--- src/rtl/keypad_passcode_lock_core_assert.svh ---
// Assertion macros for the keypad passcode lock.
`ifndef KEYPAD_PASSCODE_LOCK_CORE_ASSERT_SVH
`define KEYPAD_PASSCODE_LOCK_CORE_ASSERT_SVH

// Check a condition in the same cycle as its trigger.
`define KPL_ASSERT_SAME(lbl, ck, rst_n, ante, cons, msg) \
	lbl: assert property (@(posedge ck) disable iff (!rst_n) (ante) |-> (cons)) \
		else $error(msg);

// Check a condition in the cycle after its trigger.
`define KPL_ASSERT_NEXT(lbl, ck, rst_n, ante, cons, msg) \
	lbl: assert property (@(posedge ck) disable iff (!rst_n) (ante) |=> (cons)) \
		else $error(msg);

`endif

--- src/rtl/kpl_pkg.sv ---
`timescale 1ns / 1ps

package kpl_pkg;

	// Request kinds
	localparam logic REQ_KEY  = 1'b0;
	localparam logic REQ_TICK = 1'b1;

	localparam int CFG_IDX_W  = 3;

	// Key codes that matter to the send logic
	localparam logic [7:0] KEY_STAR     = 8'h2A;
	localparam logic [7:0] KEY_HASH     = 8'h23;
	localparam logic [7:0] KEY_A        = 8'h41;
	localparam logic [7:0] KEY_B        = 8'h42;
	localparam logic [7:0] KEY_C        = 8'h43;
	localparam logic [7:0] KEY_D        = 8'h44;
	localparam logic [7:0] KEY_QUESTION = 8'h3F;

	// Register reset values
	localparam logic [7:0]  PASS_FIRST_RST  = 8'h31;
	localparam logic [7:0]  PASS_SECOND_RST = 8'h35;
	localparam logic [7:0]  PASS_THIRD_RST  = 8'h33;
	localparam logic [15:0] TIMEOUT_RST     = 16'd32768;
	localparam logic [6:0]  LED_TARGET_RST  = 7'h13;
	localparam logic [6:0]  LCD_TARGET_RST  = 7'h46;

	typedef enum logic [1:0] {
		STAGE_WAIT,
		STAGE_ONE,
		STAGE_TWO,
		STAGE_OPEN
	} lock_stage_t;

	typedef enum logic [CFG_IDX_W-1:0] {
		REG_PASS_FIRST,
		REG_PASS_SECOND,
		REG_PASS_THIRD,
		REG_ENTRY_TIMEOUT,
		REG_STAR_WINDOW,
		REG_LED_TARGET,
		REG_LCD_TARGET
	} cfg_reg_t;

	typedef struct packed {
		logic [7:0]  pass_first;
		logic [7:0]  pass_second;
		logic [7:0]  pass_third;
		logic [15:0] entry_timeout;
		logic [15:0] star_window;
		logic [6:0]  led_target;
		logic [6:0]  lcd_target;
	} cfg_t;

	typedef struct packed {
		logic [6:0] target_addr;
		logic [7:0] data_byte;
		logic       last_of_run;
	} result_t;

	// Results of one request: n is 0, 1 or 2
	typedef struct packed {
		logic [1:0] n;
		result_t    r0;
		result_t    r1;
	} push_t;

	typedef struct packed {
		lock_stage_t stage;
	} eng_stat_t;

	// Decode a row/column pattern; bit 8 flags a valid key
	function automatic logic [8:0] key_decode(input logic [7:0] pattern);
		logic [8:0] res;
		unique case (pattern)
			8'h11: res = {1'b1, 8'h31};
			8'h12: res = {1'b1, 8'h32};
			8'h14: res = {1'b1, 8'h33};
			8'h18: res = {1'b1, KEY_A};
			8'h21: res = {1'b1, 8'h34};
			8'h22: res = {1'b1, 8'h35};
			8'h24: res = {1'b1, 8'h36};
			8'h28: res = {1'b1, KEY_B};
			8'h41: res = {1'b1, 8'h37};
			8'h42: res = {1'b1, 8'h38};
			8'h44: res = {1'b1, 8'h39};
			8'h48: res = {1'b1, KEY_C};
			8'h81: res = {1'b1, KEY_STAR};
			8'h82: res = {1'b1, 8'h30};
			8'h84: res = {1'b1, KEY_HASH};
			8'h88: res = {1'b1, KEY_D};
			default: res = 9'h000;
		endcase
		return res;
	endfunction

	function automatic logic is_led_key(input logic [7:0] code);
		return (code == KEY_STAR) || (code == KEY_A) || (code == KEY_B) ||
			(code == KEY_C) || (code == KEY_D) || (code == KEY_HASH);
	endfunction

endpackage

--- src/rtl/kpl_req_if.sv ---
`timescale 1ns / 1ps

interface kpl_req_if;
	logic       valid;
	logic       ready;
	logic       req_type;
	logic [7:0] key_pattern;

	modport source (output valid, req_type, key_pattern, input ready);
	modport sink (input valid, req_type, key_pattern, output ready);
endinterface

--- src/rtl/kpl_res_if.sv ---
`timescale 1ns / 1ps

interface kpl_res_if;
	logic       valid;
	logic       ready;
	logic [6:0] target_addr;
	logic [7:0] data_byte;
	logic       last_of_run;

	modport source (output valid, target_addr, data_byte, last_of_run, input ready);
	modport sink (input valid, target_addr, data_byte, last_of_run, output ready);
endinterface

--- src/rtl/kpl_cfg_if.sv ---
`timescale 1ns / 1ps

interface kpl_cfg_if;
	logic        valid;
	logic        ready;
	logic [2:0]  index;
	logic [15:0] data;

	modport source (output valid, index, data, input ready);
	modport sink (input valid, index, data, output ready);
endinterface

--- src/rtl/kpl_cfg_regs.sv ---
`timescale 1ns / 1ps

module kpl_cfg_regs (
	input  logic          clk,
	input  logic          arst_n,
	kpl_cfg_if.sink       cfg,
	output kpl_pkg::cfg_t regs
);
	import kpl_pkg::*;

	cfg_t regs_q;

	// Always take a write request
	assign cfg.ready = 1'b1;
	assign regs      = regs_q;

	// Load the addressed register; drop writes past the list
	always_ff @(posedge clk or negedge arst_n) begin
		if (!arst_n) begin
			regs_q.pass_first    <= PASS_FIRST_RST;
			regs_q.pass_second   <= PASS_SECOND_RST;
			regs_q.pass_third    <= PASS_THIRD_RST;
			regs_q.entry_timeout <= TIMEOUT_RST;
			regs_q.star_window   <= TIMEOUT_RST;
			regs_q.led_target    <= LED_TARGET_RST;
			regs_q.lcd_target    <= LCD_TARGET_RST;
		end else if (cfg.valid && cfg.ready) begin
			unique case (cfg.index)
				REG_PASS_FIRST:    regs_q.pass_first    <= cfg.data[7:0];
				REG_PASS_SECOND:   regs_q.pass_second   <= cfg.data[7:0];
				REG_PASS_THIRD:    regs_q.pass_third    <= cfg.data[7:0];
				REG_ENTRY_TIMEOUT: regs_q.entry_timeout <= cfg.data;
				REG_STAR_WINDOW:   regs_q.star_window   <= cfg.data;
				REG_LED_TARGET:    regs_q.led_target    <= cfg.data[6:0];
				REG_LCD_TARGET:    regs_q.lcd_target    <= cfg.data[6:0];
				default: ;
			endcase
		end
	end
endmodule

--- src/rtl/kpl_engine.sv ---
`timescale 1ns / 1ps

module kpl_engine (
	input  logic               clk,
	input  logic               arst_n,
	input  logic               fire,
	input  logic               req_type,
	input  logic [7:0]         key_pattern,
	input  kpl_pkg::cfg_t      cfg,
	output kpl_pkg::push_t     push,
	output kpl_pkg::eng_stat_t stat
);
	import kpl_pkg::*;

	lock_stage_t stage_q, stage_d;
	logic [7:0]  key_q, key_d;
	logic [15:0] entry_ticks_q, entry_ticks_d;
	logic        entry_run_q, entry_run_d;
	logic        star_armed_q, star_armed_d;
	logic [15:0] star_ticks_q, star_ticks_d;

	logic [8:0]  dec;
	logic [7:0]  key_now;
	logic [7:0]  led_byte;
	logic [15:0] entry_inc;
	logic [15:0] star_inc;

	assign stat.stage = stage_q;

	// Hold state; clear control on reset
	always_ff @(posedge clk or negedge arst_n) begin
		if (!arst_n) begin
			stage_q       <= STAGE_WAIT;
			key_q         <= 8'h00;
			entry_ticks_q <= 16'h0000;
			entry_run_q   <= 1'b0;
			star_armed_q  <= 1'b0;
			star_ticks_q  <= 16'h0000;
		end else begin
			stage_q       <= stage_d;
			key_q         <= key_d;
			entry_ticks_q <= entry_ticks_d;
			entry_run_q   <= entry_run_d;
			star_armed_q  <= star_armed_d;
			star_ticks_q  <= star_ticks_d;
		end
	end

	assign dec       = key_decode(key_pattern);
	assign key_now   = dec[8] ? dec[7:0] : key_q;
	assign entry_inc = entry_ticks_q + 16'd1;
	assign star_inc  = star_ticks_q + 16'd1;

	// Work out next state and the results of the accepted request
	always_comb begin
		stage_d       = stage_q;
		key_d         = key_q;
		entry_ticks_d = entry_ticks_q;
		entry_run_d   = entry_run_q;
		star_armed_d  = star_armed_q;
		star_ticks_d  = star_ticks_q;
		led_byte      = key_now;
		push          = '0;

		if (fire) begin
			if (req_type == REQ_TICK) begin
				// Advance the entry timer; expire a locked entry
				if (entry_run_q) begin
					entry_ticks_d = entry_inc;
					if (entry_inc >= cfg.entry_timeout) begin
						entry_run_d   = 1'b0;
						entry_ticks_d = 16'h0000;
						if (stage_q != STAGE_OPEN) begin
							stage_d = STAGE_WAIT;
						end
					end
				end
				// Advance the star window; disarm at its end
				if (star_armed_q) begin
					star_ticks_d = star_inc;
					if (star_inc >= cfg.star_window) begin
						star_armed_d = 1'b0;
						star_ticks_d = 16'h0000;
					end
				end
			end else begin
				key_d = key_now;
				unique case (stage_q)
					STAGE_WAIT: begin
						entry_run_d   = 1'b1;
						entry_ticks_d = 16'h0000;
						stage_d = (key_now == cfg.pass_first) ? STAGE_ONE : STAGE_WAIT;
					end
					STAGE_ONE: begin
						stage_d = (key_now == cfg.pass_second) ? STAGE_TWO : STAGE_WAIT;
					end
					STAGE_TWO: begin
						stage_d = (key_now == cfg.pass_third) ? STAGE_OPEN : STAGE_WAIT;
					end
					STAGE_OPEN: begin
						// Arm on a first star, send '?' on a second one
						if (key_now == KEY_STAR) begin
							if (!star_armed_q) begin
								star_armed_d = 1'b1;
								star_ticks_d = 16'h0000;
							end else begin
								star_armed_d = 1'b0;
								led_byte     = KEY_QUESTION;
							end
						end
						if (is_led_key(key_now)) begin
							push.n  = 2'd2;
							push.r0 = '{target_addr: cfg.led_target, data_byte: led_byte,
								last_of_run: 1'b0};
							push.r1 = '{target_addr: cfg.lcd_target, data_byte: key_now,
								last_of_run: 1'b1};
						end else begin
							push.n  = 2'd1;
							push.r0 = '{target_addr: cfg.lcd_target, data_byte: key_now,
								last_of_run: 1'b1};
						end
					end
					default: ;
				endcase
			end
		end
	end
endmodule

--- src/rtl/kpl_res_fifo.sv ---
`timescale 1ns / 1ps

module kpl_res_fifo #(
	parameter int Depth = 4
) (
	input  logic                       clk,
	input  logic                       arst_n,
	input  kpl_pkg::push_t             push,
	kpl_res_if.source                  res,
	output logic [$clog2(Depth+1)-1:0] count
);
	import kpl_pkg::*;

	localparam int PW = $clog2(Depth);
	localparam int CW = $clog2(Depth + 1);

	result_t        mem [Depth];
	logic [PW-1:0]  wr_q, rd_q;
	logic [PW-1:0]  wr1, wr2;
	logic [CW-1:0]  count_q;
	logic           pop;

	function automatic logic [PW-1:0] ptr_next(input logic [PW-1:0] p);
		return (p == PW'(Depth - 1)) ? '0 : p + 1'b1;
	endfunction

	assign wr1   = ptr_next(wr_q);
	assign wr2   = ptr_next(wr1);
	assign pop   = res.valid && res.ready;
	assign count = count_q;

	assign res.valid       = (count_q != '0);
	assign res.target_addr = mem[rd_q].target_addr;
	assign res.data_byte   = mem[rd_q].data_byte;
	assign res.last_of_run = mem[rd_q].last_of_run;

	// Store up to two results per request
	always_ff @(posedge clk) begin
		if (push.n != 2'd0) begin
			mem[wr_q] <= push.r0;
		end
		if (push.n == 2'd2) begin
			mem[wr1] <= push.r1;
		end
	end

	// Advance pointers and occupancy
	always_ff @(posedge clk or negedge arst_n) begin
		if (!arst_n) begin
			wr_q    <= '0;
			rd_q    <= '0;
			count_q <= '0;
		end else begin
			if (push.n == 2'd1) begin
				wr_q <= wr1;
			end else if (push.n == 2'd2) begin
				wr_q <= wr2;
			end
			if (pop) begin
				rd_q <= ptr_next(rd_q);
			end
			count_q <= count_q + CW'(push.n) - CW'(pop);
		end
	end
endmodule

--- src/rtl/keypad_passcode_lock_core.sv ---
// Keypad passcode lock core.
// A result is written into the result queue as its request is accepted.
// Throughput: one request per cycle while the result queue has two free slots;
// results leave one per cycle while the receiver is ready, so a two-result key leaves as two transfers.
// Reset (arst_n low, asynchronous): locked, timers stopped, registers to defaults.
`timescale 1ns / 1ps

module keypad_passcode_lock_core #(
	parameter int FifoDepth = 4
) (
	input  logic      clk,
	input  logic      arst_n,
	kpl_req_if.sink   req,
	kpl_res_if.source res,
	kpl_cfg_if.sink   cfg
);
	import kpl_pkg::*;

	`include "keypad_passcode_lock_core_assert.svh"

	localparam int CW = $clog2(FifoDepth + 1);

	cfg_t          regs;
	push_t         push;
	eng_stat_t     stat;
	logic [CW-1:0] count;
	logic          fire;

	// Take a request only when two result slots are free
	assign req.ready = (count <= CW'(FifoDepth - 2));
	assign fire      = req.valid && req.ready;

	kpl_cfg_regs u_cfg (
		.clk    (clk),
		.arst_n (arst_n),
		.cfg    (cfg),
		.regs   (regs)
	);

	kpl_engine u_engine (
		.clk         (clk),
		.arst_n      (arst_n),
		.fire        (fire),
		.req_type    (req.req_type),
		.key_pattern (req.key_pattern),
		.cfg         (regs),
		.push        (push),
		.stat        (stat)
	);

	kpl_res_fifo #(
		.Depth (FifoDepth)
	) u_fifo (
		.clk    (clk),
		.arst_n (arst_n),
		.push   (push),
		.res    (res),
		.count  (count)
	);

	// Checks
	`KPL_ASSERT_SAME(a_room, clk, arst_n, fire, count <= CW'(FifoDepth - 2), "queue lacks room")
	`KPL_ASSERT_SAME(a_locked_quiet, clk, arst_n, push.n != 2'd0, stat.stage == STAGE_OPEN, "result while locked")
	`KPL_ASSERT_SAME(a_pair_last, clk, arst_n, push.n == 2'd2, !push.r0.last_of_run && push.r1.last_of_run, "bad last flag on pair")
	`KPL_ASSERT_NEXT(a_open_stays, clk, arst_n, stat.stage == STAGE_OPEN, stat.stage == STAGE_OPEN, "lock closed again")
endmodule

--- src/flat_wrapper.sv ---
// flat-port wrapper written by rule: the top's interface ports become plain ports
module keypad_passcode_lock_core_flat import kpl_pkg::*;
#(
	parameter int FifoDepth = 4
)
  (clk, arst_n, req_valid, req_req_type, req_key_pattern, req_ready, res_valid, res_target_addr, res_data_byte, res_last_of_run, res_ready, cfg_valid, cfg_index, cfg_data, cfg_ready);
  kpl_req_if req_i ();
  kpl_res_if res_i ();
  kpl_cfg_if cfg_i ();
  input  logic clk;
  input  logic arst_n;
  input wire logic [$bits(req_i.valid)-1:0] req_valid;
  input wire logic [$bits(req_i.req_type)-1:0] req_req_type;
  input wire logic [$bits(req_i.key_pattern)-1:0] req_key_pattern;
  output wire logic [$bits(req_i.ready)-1:0] req_ready;
  output wire logic [$bits(res_i.valid)-1:0] res_valid;
  output wire logic [$bits(res_i.target_addr)-1:0] res_target_addr;
  output wire logic [$bits(res_i.data_byte)-1:0] res_data_byte;
  output wire logic [$bits(res_i.last_of_run)-1:0] res_last_of_run;
  input wire logic [$bits(res_i.ready)-1:0] res_ready;
  input wire logic [$bits(cfg_i.valid)-1:0] cfg_valid;
  input wire logic [$bits(cfg_i.index)-1:0] cfg_index;
  input wire logic [$bits(cfg_i.data)-1:0] cfg_data;
  output wire logic [$bits(cfg_i.ready)-1:0] cfg_ready;
  assign req_i.valid = req_valid;
  assign req_i.req_type = req_req_type;
  assign req_i.key_pattern = req_key_pattern;
  assign req_ready = req_i.ready;
  assign res_valid = res_i.valid;
  assign res_target_addr = res_i.target_addr;
  assign res_data_byte = res_i.data_byte;
  assign res_last_of_run = res_i.last_of_run;
  assign res_i.ready = res_ready;
  assign cfg_i.valid = cfg_valid;
  assign cfg_i.index = cfg_index;
  assign cfg_i.data = cfg_data;
  assign cfg_ready = cfg_i.ready;
  keypad_passcode_lock_core #(.FifoDepth(FifoDepth)) u_core (.clk(clk), .arst_n(arst_n), .req(req_i), .res(res_i), .cfg(cfg_i));
endmodule
--- config.mk ---
export PLATFORM = sky130hd
export DESIGN_NAME = keypad_passcode_lock_core_flat
export DESIGN_NICKNAME = d
export VERILOG_FILES = /design/src/rtl/kpl_pkg.sv /design/src/rtl/kpl_req_if.sv /design/src/rtl/kpl_res_if.sv /design/src/rtl/kpl_cfg_if.sv /design/src/rtl/kpl_cfg_regs.sv /design/src/rtl/kpl_engine.sv /design/src/rtl/kpl_res_fifo.sv /design/src/rtl/keypad_passcode_lock_core.sv /design/src/flat_wrapper.sv
export VERILOG_INCLUDE_DIRS = /design/src /design/src/rtl
export SDC_FILE = /design/constraint.sdc
export NUM_CORES = 1
export LEC_CHECK = 0
export BUFFER_PORTS_ARGS = -buffer_cell sky130_fd_sc_hd__buf_2
export CORE_ASPECT_RATIO = 0.7
export CORE_MARGIN = 2
export CORE_UTILIZATION = 30
export DETAILED_ROUTE_END_ITERATION = 6
export PLACE_DENSITY = 0.45
export SYNTH_ARGS = -nofsm -noshare
export SYNTH_HDL_FRONTEND = slang
export SYNTH_SLANG_ARGS = --single-unit
--- constraint.sdc ---
create_clock -name clk -period 6.5 [get_ports clk]
set_input_delay 0.325 -clock clk [delete_from_list [all_inputs] [get_ports clk]]
set_output_delay 0.325 -clock clk [all_outputs]
set_load 0.01 [all_outputs]
==> results.md, run 1 <==
- Row cnt: 57
- Syn nets: 1052
- Yosys reg bits: 185
- Synth area leaders: dfrtp_1 24%, edfxtp_1 18%, ha_1 6.2%
- Outcome: completed
- Filler-free cell count of the finished design: 1497
- Via/cell ratio: 4.87
- PostCTS Resize Cnt: 0
- Clock transition at the registers of the reported paths: 0.08 ns
- Ys async rst share: 65.4%
- Core area: 34700 um2
- Fin. max-slew vios: 0
- Hold Fails Final Rpt: 0
- Synth Area in XOR/XNOR: 5.29%
- Share of layout cells above drive strength 1: 21.1%
- Synth unique cells: 70
- Placed cell areas: 11300 um2
- Htree depth: 4
- CP startpoint kind: input port
- Mux share of post-synthesis cell area: 9.40%
- Setup Skew: 0.0151 ns
- Ports: 52
- Main combinational cell family by area after synthesis: simple AND/OR/NAND/NOR gates
- Post-Route WL: 26500 um
- CTS sink cnt: 185
- Crit Path Max Fanout: 14
- Hold-fix buffers, CTS: 1
- Die area: 36600 um2
- Total global-route track usage: 15.0%
- Pwr dens: 279 nW/um2
- Area Growth Syn to Fin: 13.0%
- Peak supply drop: 138 uV
- Number of global-route vias before repair: 7251
- R2R depth: 10
- Seq/Total Area, Yosys: 47.2%
- Worst skew pair latency: 0.44 ns
- Clock buffer count from CTS: 17
- Mapped Avg Cell Area: 10.9 um2
- Min cycle time layout: 4.73 ns
- WHS Path Cells: 3
- DPL Wire Length: 19200 um
- Crit path kind: in -> reg
- Inst Count DP: 1464
- CP endpoint kind: flop
- GRT Residual Overflow: 0
- Slew HR: 33.1%
- Final GP Congestion: 0.825
- Synth top area share: 24.2%
- Maxcap violations: 0
- Compound-Gate Fraction of Synth Area: 13.0%
- Main flop type after synthesis: dfrtp_1
- # setup viols final: 0
- Post-Syn Instances: 966
- WP data required: 6.67 ns
- Min-delay worst type: in -> reg
- Antenna Violating Nets Remaining: 0
- Period utilization: 72.8%
- Final instance area: 11900 um2
- Initial Utilization: 30.4%
- CTS tree: done
- Via total after detailed routing: 7286
- CTS Buffer Depth: 2
- Ant. Diodes: 0
- First-pass GRT wire length: 43000 um
- Min-Delay Startpoint: cfg_data[13]
- Pwr Total: 3320 uW
- Remaining DRCs: 0
- Hold EP: u_core.u_cfg.regs[27]
- Post-CTS Setup Bufs: 0
- Reg-to-reg setup timing slack: 2.03 ns
- Arrival time worst endpoint: 4.90 ns
- Die Y: 161 um
- Synthesis Warnings: 0
- Die width: 228 um
- Clock root buffer master: clkbuf_16
- FF-to-FF Start: u_core.u_fifo.count[0]
- DRT Pass-1 Iters: 5
- Fin nets: 1098
- Drt wl/cell: 17.7 um
- Antenna violations before repair: 1
- Largest net degree at the start of global routing: 65
- Worst Max-Slew Pin Slew: 1.00 ns
- Number of synthesized flops with an enable pin: 64
- Reg2reg end: u_core.u_fifo.mem[2][14]
- Fmax: 211 MHz
- RSZ-0062 raised after global routing: no
- Sum Neg Setup Slack: 0 ns
- Port bufs: 50
- Leakage power figure: 0.00512 uW
- Synthesized area: 10500 um2
- Post-synth top area cell: dfrtp_1
- Simple-gate share of the synthesized area: 14.9%
- DRT iter0 DRCs: 534
- Adder-cell area share of the yosys netlist: 6.37%
==> area by class of cell <==
type,instances,area (um2)
tap,472,591
clock buffer,19,464
clock inverter,13,124
sequential,185,4970
fill,3531,22800
timing repair buffer,65,368
multi-input combinational,685,5160
inverter,58,218
==> power by group <==
part	internal [uW]	switching, uW	total (uW)
Clock	540	501	1040
Combinational	362	407	769
Sequential	1360	150	1510
Total	2260	1060	3320
==> cell usage after synthesis (4+ instances only) <==
cell	instances
a21o_1	13
mux2_2	55
o211ai_1	4
and3_1	20
nor3_1	16
and2_0	4
nand2_1	80
xor2_1	32
nor2b_1	8
nor4_1	4
mux4_2	16
nor2_1	55
nand2b_1	21
a22o_1	4
nand4_1	9
dfstp_2	19
a21oi_1	39
nand3_1	25
dfrtp_1	102
xnor2_1	26
o21bai_1	4
clkbuf_1	27
nand4b_1	4
inv_1	56
or2_2	6
and2_1	6
o2bb2ai_1	33
o21ai_0	70
ha_1	52
edfxtp_1	64
o21ai_1	7
a31oi_1	14
buf_2	6
==> worst max-delay path, stage by stage <==
cell	delay [ns]
buf_2	0.18
nor4b_4	0.46
nor4b_2	0.30
a31oi_2	0.12
nor3b_2	0.26
a21oi_1	0.77
nor3_2	0.20
nor2b_4	0.53
nand2_1	0.26
ha_1	0.38
nand2_1	0.20
xor2_1	0.74
o2bb2ai_1	0.16
==> cells in the final DEF (no fill, tap or decap), types with 18 or more instances in the layout <==
master	instances
dfrtp_1	102
nand2_1	80
o21ai_0	66
edfxtp_1	64
inv_1	56
nor2_1	55
mux2_2	55
ha_1	52
buf_2	49
a21oi_1	39
o2bb2ai_1	33
xor2_1	32
xnor2_1	26
nand3_1	25
nand2b_1	21
and3_1	20
dfstp_2	19
clkbuf_16	18
==> worst max-delay path by stage <==
stage / from / end / slack, ns / cells past startpoint
2_1_floorplan: req_key_pattern[4] / u_core.u_fifo.mem[2][0] / 1.67 / 14
3_3_place_gp: req_key_pattern[2] / u_core.u_fifo.mem[2][14] / 1.57 / 15
3_5_place_dp: req_key_pattern[6] / u_core.u_fifo.mem[2][14] / 1.36 / 13
4_1_cts: req_key_pattern[6] / u_core.u_fifo.mem[2][14] / 1.82 / 13
5_1_grt: req_key_pattern[7] / u_core.u_fifo.mem[2][14] / 1.43 / 13
6_report: req_key_pattern[6] / u_core.u_fifo.mem[2][14] / 1.77 / 13
==> cell families (layout without fill, tap and decap cells) <==
logic type	count (synthesis)	count (layout)
buf+inv	96	155
xor+xnor	61	61
simple gates	285	285
fa+ha+maj	53	53
mux	72	72
flops	185	185
compound gates	213	213
other cells	1	1
==> state kept, by name, summed over array words and instances (netlist names) <==
name	count
u_core.u_fifo.count	3
u_core.u_fifo.rd_q	2
u_core.u_fifo.mem	64
u_core.u_cfg.regs	70
u_core.u_fifo.wr_q	2
u_core.u_engine.star_ticks_q	16
u_core.u_engine.key_q	8
u_core.u_engine.entry_ticks_q	16
u_core.u_engine.stat	2
u_core.u_engine.star_armed_q	1
u_core.u_engine.entry_run_q	1
==> through the flow <==
step           worst slack (ns)  utilization [%]  hold WS (ns)
4_1_cts                    1.82             34.3        0.0869
5_1_grt                    1.43             34.3         0.113
2_1_floorplan              1.67                -        0.0294
3_3_place_gp               1.57             32.6         0.464
6_report                   1.77             34.3         0.104
3_5_place_dp               1.36             32.6         0.457
==> routing by layer <==
metal  vias to the layer above  share of wire, %  track usage, %  routed length (um)
met5                         -                 0               0                   0
met4                         0              0.75            3.65                 199
met3                        10               3.7            2.79                 985
met2                       133                40            20.5               10600
met1                      3550                56            23.9               14800
li1                       3593                 -               -                   -
(Power assumes the default switching activity.)
==> run 2: changes to the inputs <==
- ABC_AREA: unset -> 1
- clock period: 6.5 -> 4.8 ns (I/O delays scaled with it)
==> run 2 against run 1 <==
  * Count of clock-buffer cells in the layout up 2
  * Core utilization down 0.35 points
  * Via count up 17%
  * Sequential power up 38%
  * Final cell count up 25%
  * First-iteration DRC count up 21%
  * Power up 54%
  * Final area up 2.4%
  * Routed wire length up 7.8%
  * Critical path type is now reg -> reg
  * Critical endpoint is now u_core.u_engine.entry_ticks_q[14]
  * Highest routed layer unchanged
==> results.md, run 2 <==
- CP startpoint kind: flop
- Synthesized area: 10900 um2
- Post-synth top area cell: dfrtp_1
- Clock root buffer master: clkbuf_16
- Syn nets: 1423
- Number of synthesized flops with an enable pin: 64
- First-pass GRT wire length: 46100 um
- Post-Syn Instances: 1337
- Hold Fails Final Rpt: 0
- Fmax: 252 MHz
- Most common cell after layout, fill and taps aside: nand2_1
- Pre-CTS setup slack: 0.746 ns
- DRT Pass-1 Iters: 5
- DPL Wire Length: 21400 um
- Final worst slack: 0.828 ns
- Maxcap violations: 0
- RSZ-0062 raised after global routing: no
- Number of global-route vias before repair: 8076
- Commonest non-fill, non-tap cells in the layout: 365 x nand2_1, 168 x inv_1, 139 x o21ai_0, 107 x nor2_1, 102 x dfrtp_1
- Largest net degree at the start of global routing: 51
- Setup Skew: 0.0137 ns
- Ys async rst share: 65.4%
- Worst Setup SP: u_core.u_engine.entry_ticks_q[2]
- Ports: 52
- FF-to-FF Start: u_core.u_engine.entry_ticks_q[2]
- Reg area: 4970 um2
- Final core utilization: 34.0%
- Drt wl/cell: 15.3 um
- Max reg flops: 70
- Final hold slack: 0.0525 ns
- Arrival time worst endpoint: 4.34 ns
- Min-delay worst type: in -> reg
- CP endpoint kind: flop
- Die area: 37900 um2
- Worst Max-Slew Pin Slew: 0.990 ns
- Post-synth top cells: 365 x nand2_1, 168 x inv_1, 143 x o21ai_0, 107 x nor2_1, 102 x dfrtp_1
- Area Growth Syn to Fin: 11.6%
- Core area: 35800 um2
- Reg2reg end: u_core.u_engine.entry_ticks_q[14]
- Share of layout cells above drive strength 1: 12.8%
- Slowest-stage cell, CP: dfrtp_1
- Mapped Avg Cell Area: 8.16 um2
- Clock buffer count from CTS: 17
- PostCTS Resize Cnt: 0
- Most frequent CP cell: nand3_1
- Clock transition at the registers of the reported paths: 0.08 ns
- Antenna violations before repair: 1
- Crit path kind: reg -> reg
- # setup viols final: 0
- Fin. max-slew vios: 0
- R2R depth: 20
- Remaining DRCs: 0
- Port bufs: 50
- Total global-route track usage: 15.7%
- Leakage power figure: 0.00621 uW
- Pwr dens: 420 nW/um2
- Crit Path Max Fanout: 16
- Min cycle time layout: 3.97 ns
- WP data required: 5.16 ns
- Main flop type after synthesis: dfrtp_1
- Initial Utilization: 30.4%
- CTS Buffer Depth: 2
- CP endpoint: u_core.u_engine.entry_ticks_q[14]
- Worst skew pair latency: 0.45 ns
- Post-Route WL: 28600 um
- Synth unique cells: 48
- Pwr Total: 5110 uW
- Htree depth: 4
- Die width: 232 um
- Period utilization: 82.7%
- DRT iter0 DRCs: 645
- Synth area leaders: dfrtp_1 23%, edfxtp_1 18%, nand2_1 13%
- GRT Residual Overflow: 0
- Fin nets: 1461
- Top-count cell post-synth: nand2_1
- Worst path cell trace: inv_1, nor3_1, nand3_1, nor3_1, nand3_1, nor3_1, nand3_1, nor3_1, xor2_1, ha_1, nand2_1, inv_1, nand3_1, inv_1, a21oi_1, nand3_1, nor2_1, buf_4, nand3_1, o21ai_0
- Final GP Congestion: 0.890
- Reg-to-reg setup timing slack: 0.83 ns
- Yosys reg bits: 185
- Footprint of the multi-input gates: 5050 um2
- CTS tree: done
- Slew HR: 33.9%
- Seq/Total Area, Yosys: 45.6%
- Layout fillers: 3786
- Critical Path Max Stage Delay: 0.38 ns
- Die Y: 164 um
- Antenna Violating Nets Remaining: 0
- Peak supply drop: 226 uV
- Row cnt: 58
- Outcome: completed
- Synthesis Warnings: 0
- Via total after detailed routing: 8511
- CTS sink cnt: 185
- Sum Neg Setup Slack: 0 ns
- Via/cell ratio: 4.55
- Synth top area share: 23.4%
-- run 2: layout make-up --
cell class,instances,area share (%)
multi-input combinational,929,41.5
sequential,185,40.8
inverter,179,5.52
tap,480,4.93
clock buffer,21,3.62
timing repair buffer,63,2.90
clock inverter,11,0.729
antenna,1,0.0205
-- run 2: routing by layer --
| layer | global-route usage [%] | part of all wire (%) |
|---|---|---|
| met1 | 25.9 | 57 |
| met4 | 3.67 | 0.91 |
| met3 | 2.09 | 3.3 |
| met2 | 20.9 | 38 |
| met5 | 0 | 0 |
-- run 2: cell families (layout without fill, tap and decap cells) --
family          Yosys count  in the layout  synth area share, %
simple gates            624            624                 26.4
other cells               1              2               0.0344
compound gates          209            209                 10.3
xor+xnor                 42             42                 3.37
buf+inv                 223            274                 8.13
fa+ha+maj                53             53                 6.15
flops                   185            185                 45.6
-- run 2: what timing repair did --
| item | 4_1_cts | 5_1_grt |
|---|---|---|
| hold endpoints to repair | 33 | 0 |
| hold buffers | 1 | 0 |
| setup buffers | 0 | 0 |
-- run 2: per-stage QoR --
stage | std cells | cell area (um2)
5_1_grt | 1868 | 12200
3_5_place_dp | 1835 | 11600
4_1_cts | 1868 | 12200
3_3_place_gp | 1835 | 11600
2_1_floorplan | 1337 | 10900
6_report | 1869 | 12200
-- run 2: worst min-delay path by stage --
stage / from / to / cells past startpoint
6_report: cfg_data[15] / u_core.u_cfg.regs[29] / 3
5_1_grt: cfg_data[8] / u_core.u_cfg.regs[22] / 3
4_1_cts: cfg_data[15] / u_core.u_cfg.regs[29] / 3
3_5_place_dp: arst_n / u_core.u_engine.entry_ticks_q[12] / 1
3_3_place_gp: arst_n / u_core.u_engine.entry_ticks_q[12] / 1
2_1_floorplan: arst_n / u_core.u_cfg.regs[0] / 0
-- run 2: where the power goes --
| group | switching (uW) | total, uW | internal [uW] |
|---|---|---|---|
| registers | 215 | 2090 | 1870 |
| logic | 1110 | 1690 | 586 |
| clock network | 660 | 1330 | 672 |
-- run 2: worst max-delay path: cells and delay by family (launching register included) --
kind / cells / cell delay, ns
adders and majority gates: 1 / 0.27
AOI/OAI and AO/OA: 2 / 0.27
buffers and inverters: 4 / 0.41
and+or+nand+nor: 12 / 2.33
xor gates and xnor gates: 1 / 0.23
DFF: 1 / 0.38
